$ cat config.mk
export PLATFORM = sky130hd
export DESIGN_NAME = trial_division_prime_test_top
export DESIGN_NICKNAME = d
export VERILOG_FILES = /design/src/rtl/tdpt_pkg.sv /design/src/rtl/tdpt_front.sv /design/src/rtl/tdpt_queue.sv /design/src/rtl/tdpt_back.sv /design/src/rtl/trial_division_prime_test_top.sv
export SDC_FILE = /design/constraint.sdc
export NUM_CORES = 1
export LEC_CHECK = 0
export BUFFER_PORTS_ARGS = -buffer_cell sky130_fd_sc_hd__buf_4
export CAP_MARGIN = 20
export CORE_UTILIZATION = 60
export DETAILED_ROUTE_END_ITERATION = 6
export GPL_TIMING_DRIVEN = 0
export PLACE_DENSITY = 0.8
export SLEW_MARGIN = 20
export SYNTH_ARGS = -nofsm -noshare
export SYNTH_HDL_FRONTEND = slang
export SYNTH_SLANG_ARGS = --single-unit
$ cat constraint.sdc
create_clock -name clk -period 8.3 [get_ports clk]
set_clock_uncertainty 0.1 [all_clocks]
set_input_delay 1.66 -clock clk [delete_from_list [all_inputs] [get_ports clk]]
set_output_delay 1.66 -clock clk [all_outputs]
set_load 0.01 [all_outputs]
$ cat src/rtl/tdpt_pkg.sv
// ----------------------------------------------------------------------------
// tdpt_pkg
// Shared types and constants of the trial division prime tester.
// ----------------------------------------------------------------------------
package tdpt_pkg;

  localparam int VALUE_WIDTH = 16;
  localparam int IN_TDATA_W  = ((VALUE_WIDTH + 7) / 8) * 8;
  localparam int OUT_TDATA_W = ((VALUE_WIDTH + 1 + 7) / 8) * 8;
  localparam int SQ_W        = VALUE_WIDTH + 2;
  localparam int CNT_W       = (VALUE_WIDTH > 1) ? $clog2(VALUE_WIDTH) : 1;
  localparam int QUEUE_DEPTH = 2;
  localparam int QPTR_W      = $clog2(QUEUE_DEPTH);

  typedef logic [VALUE_WIDTH-1:0] value_t;

  typedef enum logic [1:0] {
    KIND_NOT_PRIME,
    KIND_PRIME,
    KIND_TEST
  } kind_t;

  typedef struct packed {
    value_t value;
    kind_t  kind;
  } item_t;

  typedef enum logic [1:0] {
    B_IDLE,
    B_CHECK,
    B_DIV,
    B_DONE
  } back_state_t;

endpackage

$ cat src/rtl/tdpt_front.sv
// ----------------------------------------------------------------------------
// tdpt_front
// Accepts candidates and sorts out the trivial ones before queueing.
// ----------------------------------------------------------------------------
module tdpt_front
  import tdpt_pkg::*;
(
  input  logic                  in_tvalid,
  output logic                  in_tready,
  input  logic [IN_TDATA_W-1:0] in_tdata,   // candidate
  input  logic                  q_full,
  output logic                  q_push,
  output item_t                 q_item
);

  value_t n;

  assign n         = in_tdata[VALUE_WIDTH-1:0];
  assign in_tready = !q_full;
  assign q_push    = in_tvalid && !q_full;

  always_comb begin
    q_item.value = n;
    priority if (n < VALUE_WIDTH'(2)) begin
      q_item.kind = KIND_NOT_PRIME;
    end else if (n == VALUE_WIDTH'(2) || n == VALUE_WIDTH'(3)) begin
      q_item.kind = KIND_PRIME;
    end else if (!n[0]) begin
      q_item.kind = KIND_NOT_PRIME;
    end else begin
      q_item.kind = KIND_TEST;
    end
  end

endmodule

$ cat src/rtl/tdpt_queue.sv
// ----------------------------------------------------------------------------
// tdpt_queue
// Short queue between the front and the division engine.
// ----------------------------------------------------------------------------
module tdpt_queue
  import tdpt_pkg::*;
(
  input  logic  clk,
  input  logic  rst_n,
  input  logic  push,
  input  item_t push_item,
  output logic  full,
  input  logic  pop,
  output logic  valid,
  output item_t pop_item
);

  item_t             mem_r [QUEUE_DEPTH];
  logic [QPTR_W-1:0] wr_ptr_r, wr_ptr_nxt;
  logic [QPTR_W-1:0] rd_ptr_r, rd_ptr_nxt;
  logic [QPTR_W:0]   count_r, count_nxt;

  assign full     = (count_r == (QPTR_W+1)'(QUEUE_DEPTH));
  assign valid    = (count_r != '0);
  assign pop_item = mem_r[rd_ptr_r];

  always_comb begin
    wr_ptr_nxt = push ? wr_ptr_r + 1'b1 : wr_ptr_r;
    rd_ptr_nxt = pop ? rd_ptr_r + 1'b1 : rd_ptr_r;
    count_nxt  = count_r + (QPTR_W+1)'(push) - (QPTR_W+1)'(pop);
  end

  always_ff @(posedge clk) begin
    if (!rst_n) begin
      wr_ptr_r <= '0;
      rd_ptr_r <= '0;
      count_r  <= '0;
    end else begin
      wr_ptr_r <= wr_ptr_nxt;
      rd_ptr_r <= rd_ptr_nxt;
      count_r  <= count_nxt;
    end
  end

  always_ff @(posedge clk) begin
    if (push) begin
      mem_r[wr_ptr_r] <= push_item;
    end
  end

endmodule

$ cat src/rtl/tdpt_back.sv
// ----------------------------------------------------------------------------
// tdpt_back
// Trial division engine with a bit-serial remainder unit and output register.
// ----------------------------------------------------------------------------
module tdpt_back
  import tdpt_pkg::*;
(
  input  logic                   clk,
  input  logic                   rst_n,
  input  logic                   q_valid,
  input  item_t                  q_item,
  output logic                   q_pop,
  output logic                   out_tvalid,
  input  logic                   out_tready,
  output logic [OUT_TDATA_W-1:0] out_tdata   // tested_value, is_prime
);

  back_state_t            state_r, state_nxt;
  value_t                 value_r, value_nxt;
  value_t                 sh_r, sh_nxt;
  value_t                 d_r, d_nxt;
  value_t                 rem_r, rem_nxt;
  logic [SQ_W-1:0]        sq_r, sq_nxt;
  logic [CNT_W-1:0]       cnt_r, cnt_nxt;
  logic                   prime_r, prime_nxt;
  logic                   out_valid_r, out_valid_nxt;
  logic [OUT_TDATA_W-1:0] out_data_r, out_data_nxt;

  logic                   out_free;
  logic                   sq_over;
  logic                   last_step;
  logic [VALUE_WIDTH:0]   trial;
  logic                   trial_ge;
  value_t                 step_rem;

  assign out_free  = !out_valid_r || out_tready;
  assign sq_over   = (sq_r > SQ_W'(value_r));
  assign last_step = (cnt_r == CNT_W'(VALUE_WIDTH - 1));
  assign trial     = {rem_r, sh_r[VALUE_WIDTH-1]};
  assign trial_ge  = (trial >= {1'b0, d_r});
  assign step_rem  = trial_ge ? VALUE_WIDTH'(trial - {1'b0, d_r}) : trial[VALUE_WIDTH-1:0];

  assign out_tvalid = out_valid_r;
  assign out_tdata  = out_data_r;

  // next state
  always_comb begin
    state_nxt = state_r;
    unique case (state_r)
      B_IDLE: begin
        if (q_valid) begin
          state_nxt = (q_item.kind == KIND_TEST) ? B_CHECK : B_DONE;
        end
      end
      B_CHECK: begin
        state_nxt = sq_over ? B_DONE : B_DIV;
      end
      B_DIV: begin
        if (last_step) begin
          state_nxt = (step_rem == '0) ? B_DONE : B_CHECK;
        end
      end
      B_DONE: begin
        if (out_free) begin
          state_nxt = B_IDLE;
        end
      end
      default: state_nxt = B_IDLE;
    endcase
  end

  // outputs and datapath
  always_comb begin
    q_pop         = 1'b0;
    value_nxt     = value_r;
    sh_nxt        = sh_r;
    d_nxt         = d_r;
    rem_nxt       = rem_r;
    sq_nxt        = sq_r;
    cnt_nxt       = cnt_r;
    prime_nxt     = prime_r;
    out_valid_nxt = out_valid_r && !out_tready;
    out_data_nxt  = out_data_r;
    unique case (state_r)
      B_IDLE: begin
        if (q_valid) begin
          q_pop     = 1'b1;
          value_nxt = q_item.value;
          prime_nxt = (q_item.kind == KIND_PRIME);
          d_nxt     = VALUE_WIDTH'(3);
          sq_nxt    = SQ_W'(9);
        end
      end
      B_CHECK: begin
        if (sq_over) begin
          prime_nxt = 1'b1;
        end else begin
          rem_nxt = '0;
          sh_nxt  = value_r;
          cnt_nxt = '0;
        end
      end
      B_DIV: begin
        rem_nxt = step_rem;
        sh_nxt  = sh_r << 1;
        cnt_nxt = cnt_r + 1'b1;
        if (last_step) begin
          if (step_rem == '0) begin
            prime_nxt = 1'b0;
          end else begin
            d_nxt  = d_r + VALUE_WIDTH'(2);
            sq_nxt = sq_r + {d_r, 2'b00} + SQ_W'(4);
          end
        end
      end
      B_DONE: begin
        if (out_free) begin
          out_valid_nxt = 1'b1;
          out_data_nxt  = OUT_TDATA_W'({prime_r, value_r});
        end
      end
      default: begin
      end
    endcase
  end

  always_ff @(posedge clk) begin
    if (!rst_n) begin
      state_r     <= B_IDLE;
      out_valid_r <= 1'b0;
    end else begin
      state_r     <= state_nxt;
      out_valid_r <= out_valid_nxt;
    end
  end

  always_ff @(posedge clk) begin
    value_r    <= value_nxt;
    sh_r       <= sh_nxt;
    d_r        <= d_nxt;
    rem_r      <= rem_nxt;
    sq_r       <= sq_nxt;
    cnt_r      <= cnt_nxt;
    prime_r    <= prime_nxt;
    out_data_r <= out_data_nxt;
  end

  a_rem_below_divisor: assert property (@(posedge clk) disable iff (!rst_n)
    (state_r == B_DIV) |-> (rem_r < d_r))
    else $error("remainder not below divisor");

  a_divisor_odd: assert property (@(posedge clk) disable iff (!rst_n)
    (state_r == B_CHECK) |-> d_r[0])
    else $error("even trial divisor");

  a_result_from_done: assert property (@(posedge clk) disable iff (!rst_n)
    $rose(out_valid_r) |-> ($past(state_r) == B_DONE))
    else $error("result loaded outside done state");

  a_sq_matches: assert property (@(posedge clk) disable iff (!rst_n)
    (state_r == B_CHECK) |-> (sq_r == SQ_W'(d_r) * SQ_W'(d_r)))
    else $error("running square out of step with divisor");

endmodule

$ cat src/rtl/trial_division_prime_test_top.sv
// ----------------------------------------------------------------------------
// trial_division_prime_test_top
// Primality test of unsigned candidates by trial division.
// ----------------------------------------------------------------------------
// in channel:  one candidate per request in in_tdata[15:0].
// out channel: one result per candidate, in order; out_tdata[15:0] echoes the
//   candidate and out_tdata[16] is set when it is prime.
// the front sorts out values below four and even values at once and queues
// every candidate (two entries); the back tries odd divisors from three while
// the divisor squared stays at or below the candidate, each divisor through a
// one-bit-per-cycle remainder unit.
// steps: a trivial value passes from the idle state straight to the done
//   state; an odd candidate passes through the check state and the remainder
//   unit once per divisor, up to (sqrt(n) - 1) / 2 divisors, until a divisor
//   divides it or its square exceeds the candidate. the next candidate is
//   popped in the idle state after the done state loads the previous result.
// reset: synchronous, active low; clears the queue, the engine state and the
//   output valid flag.
// stall: a held result keeps the engine waiting; the queue keeps accepting
//   until its two entries are full, then in_tready drops.
// ----------------------------------------------------------------------------
module trial_division_prime_test_top
  import tdpt_pkg::*;
(
  input  logic                   clk,
  input  logic                   rst_n,
  input  logic                   in_tvalid,
  output logic                   in_tready,
  input  logic [IN_TDATA_W-1:0]  in_tdata,   // candidate
  output logic                   out_tvalid,
  input  logic                   out_tready,
  output logic [OUT_TDATA_W-1:0] out_tdata   // tested_value, is_prime
);

  logic  q_full;
  logic  q_push;
  logic  q_pop;
  logic  q_valid;
  item_t push_item;
  item_t pop_item;

  tdpt_front u_front (
    .in_tvalid (in_tvalid),
    .in_tready (in_tready),
    .in_tdata  (in_tdata),
    .q_full    (q_full),
    .q_push    (q_push),
    .q_item    (push_item)
  );

  tdpt_queue u_queue (
    .clk       (clk),
    .rst_n     (rst_n),
    .push      (q_push),
    .push_item (push_item),
    .full      (q_full),
    .pop       (q_pop),
    .valid     (q_valid),
    .pop_item  (pop_item)
  );

  tdpt_back u_back (
    .clk        (clk),
    .rst_n      (rst_n),
    .q_valid    (q_valid),
    .q_item     (pop_item),
    .q_pop      (q_pop),
    .out_tvalid (out_tvalid),
    .out_tready (out_tready),
    .out_tdata  (out_tdata)
  );

endmodule
==> metrics.csv <==
stage,metric,value,unit
outcome,status,"complete, no violations",
setup_path,reg2reg_depth,11,
global_route,grt_pass1_wl,28.61,mm
place,hpwlAfterDp,12.87,mm
layout,diodes,0,
route,drc,0,
global_route,grt_max_degree,30,
setup_path,worstSetupPathType,flip-flop to flip-flop,
sta,maxSlewHeadroom,0.3673,
setup_path,critical_path.startpoint,u_back.sh_r[15]$_DFFE_PP_,
clocking,h-tree-depth,4,
die,dieArea,13790,sq um
synth,synthesis.area,7996,sq um
layout,multiInputGateArea,3430,sq um
setup_path,start_kind,flip-flop,
die,num_rows,41,
clocking,cts_sinks,144,
die,core,12820,sq um
place,port_buffers,38,
synth,yosysUniqueCellTypes,69,
sta,hold_viol,0,
min_path,hold_path_class,flip-flop to flip-flop,
clocking,post_cts_resized,0,
route,drt_first_iter_violations,353,
layout,fillers,848,
synth,synth-seq-cells,144,
clocking,clockRootBuffer,clkbuf_16,
setup_path,cpPeakStageDelay,0.52,ns
clocking,post_cts_buffers,0,
clocking,cts_buffer_depth,2,
clocking,cts_buffers,17,
setup_path,arrival,3.69,ns
setup_path,cp-end-kind,flip-flop,
synth,synth_top_area_frac,0.5107,
synth,yosysMostFrequentCell,edfxtp_1,
sta,setup_tns,0,ns
layout,nets,834,
sta,finalSetupViolCount,0,
synth,avgSynthCellArea,11.74,sq um
setup_path,path_max_fanout,29,
die,start_util,0.6235,
sta,post-route-period-util,0.4368,
sta,worst_pin_slew,0.9480,ns
sta,rsz0062_at_grt,no,
flow_run,cap_violations,0,
synth,ys_async_sr_fraction,0,
die,die_h,117.4,um
synth,ys_top_cells_by_area,"edfxtp_1 (51%), ha_1 (10%), nor2_1 (2.9%)",
layout,regArea,4244,sq um
setup_path,cp.required,8.36,ns
synth,synth_edf_count,136,
clocking,cts_hold_buf,0,
route,num_vias,5547,
setup_path,critPathSlowestCell,edfxtp_1,
clocking,clk_latency,0.41,ns
setup_path,crit_chain,inv_1 > fa_1 > nand2b_1 > a21oi_1 > a21o_1 > o21ai_0 > a2111oi_4 > a41o_1 > nand3_2 > o31a_2 > buf_12,
clocking,cts_tree,yes,
route,ant_nets,0,
route,dr.pass1.iters,5,
sta,slew_violations,0,
route,vias_per_cell,5.945,
layout,drive_gt1_frac,0.1721,
global_route,track_usage,0.2688,
setup_path,r2r_start,u_back.sh_r[15]$_DFFE_PP_,
clocking,clkSlewWorstSetupHoldPaths,0.06,ns
die,die_w,117.4,um
global_route,antenna_found_initial,0,
synth,synth.cells.most_frequent,"edfxtp_1 (136), ha_1 (64), nor2_1 (61)",
sta,min_period,3.626,ns
setup_path,r2r_setup_slack,4.67,ns
global_route,grt_pass1_vias,5758,
setup_path,endpoint,u_back.sq_r[7]$_SDFFCE_PN0P_,
die,io_pins,46,
global_route,overflow,0,
synth,seq_area_frac_synth,0.5307,
place,gp_congestion,0.9015,
setup_path,worstReg2RegEnd,u_back.sq_r[7]$_SDFFCE_PN0P_,
route,wire_per_inst,19.01,um
route,drt-total-wl,17.74,mm
synth,yosysTopAreaCell,edfxtp_1,
synth,yosys_warnings,0,
synth,synthFlopType,edfxtp_1,
layout,area_growth,15.65,%
sta,max_freq,275.8,MHz
synth,synthCells,681,
==> per-layer routing <==
layer | track usage | vias up | part of all wire
met1 | 0.3020 | 2726 | 0.40
met4 | 0.1096 | 0 | 0.031
met5 | 0 | - | 0
met2 | 0.5007 | 151 | 0.54
met3 | 0.04572 | 38 | 0.036
li1 | - | 2632 | -
==> through the flow <==
stage / area, sq um / worst slack (ns) / hold slack [ns] / utilization / cells
floorplan: 8019 / 4.740 / 0.3003 / - / 687
global placement: 8519 / 3.979 / 0.3102 / 0.6643 / 897
detailed placement: 8603 / 4.674 / 0.3251 / 0.6708 / 901
CTS: 9248 / 4.663 / 0.3418 / 0.7211 / 933
global route: 9248 / 4.550 / 0.3474 / 0.7211 / 933
finish: 9248 / 4.674 / 0.3406 / 0.7211 / 933
==> layout by cell type, fill, tap and decap left out, types with 5 or more instances in the layout <==
master     count
inv_1         57
edfxtp_1     136
nor4_1         8
ha_1          64
o21a_1         7
and2_1        15
or3_1          6
mux2i_1       11
nor3_1        14
nand2_1       34
nand3_1       15
a21boi_0       5
nor2_1        59
buf_4         47
inv_6          6
conb_1         7
clkbuf_1      13
clkbuf_16     17
dfxtp_1        8
mux2_2        19
a31oi_1        6
xnor2_1       25
nand4_1       10
o21ai_0       24
nor2b_1        7
a21oi_1       23
xor2_1         9
and3_1         5
a21o_1        20
==> how the worst min path moves through the flow <==
stage	slack (ns)	startpoint	depth (start not counted)	to
final	0.34	u_back.prime_r$_DFFE_PP_	0	u_back.out_tdata[16]$_DFFE_PP_
after detailed placement	0.33	u_back.prime_r$_DFFE_PP_	0	u_back.out_tdata[16]$_DFFE_PP_
after global routing	0.35	u_back.prime_r$_DFFE_PP_	0	u_back.out_tdata[16]$_DFFE_PP_
after CTS	0.34	u_back.prime_r$_DFFE_PP_	0	u_back.out_tdata[16]$_DFFE_PP_
after global placement	0.31	u_back.prime_r$_DFFE_PP_	0	u_back.out_tdata[16]$_DFFE_PP_
after floorplan	0.30	u_back.prime_r$_DFFE_PP_	0	u_back.out_tdata[16]$_DFFE_PP_
==> kinds of logic after synthesis <==
family / share of synthesized area
AOI/OAI and AO/OA: 0.1180
other: 0.0004690
DFF: 0.5307
muxes: 0.04053
and+or+nand+nor: 0.1235
xor gates and xnor gates: 0.03724
adders and majority gates: 0.1051
buffers and inverters: 0.04444
==> final cells by class <==
type / instances / share of cell area
Buffer: 26 / 0.01529
Sequential cell: 144 / 0.4589
Clock inverter: 15 / 0.02368
Multi-Input combinational cell: 460 / 0.3709
Inverter: 57 / 0.02314
Timing Repair Buffer: 42 / 0.03883
Clock buffer: 17 / 0.04600
Tap cell: 172 / 0.02327
==> registers in the layout, indices dropped and copies added, names as in the netlist, 2 cells and up, named ones only <==
signal            count
u_back.out_tdata     17
u_back.sh_r          16
u_back.cnt_r          4
u_queue.count_r       2
u_back.rem_r         16
u_back.sq_r          15
u_back.d_r           15
u_back.value_r       16
u_queue.mem_r        36
u_back.state_r        2
==> worst max-delay path, delay by kind of cell, from the launching register on <==
kind / cells / cell delay, ns
buffers and inverters: 2 / 0.28
AND/OR/NAND/NOR: 2 / 0.31
flip-flops: 1 / 0.52
AO/OA/AOI/OAI: 6 / 1.72
adder cells (fa/ha/maj): 1 / 0.42
Power is left out: the tool's default activity adds up to more than one toggle a clock period on the data nets, which glitch-free logic cannot reach.
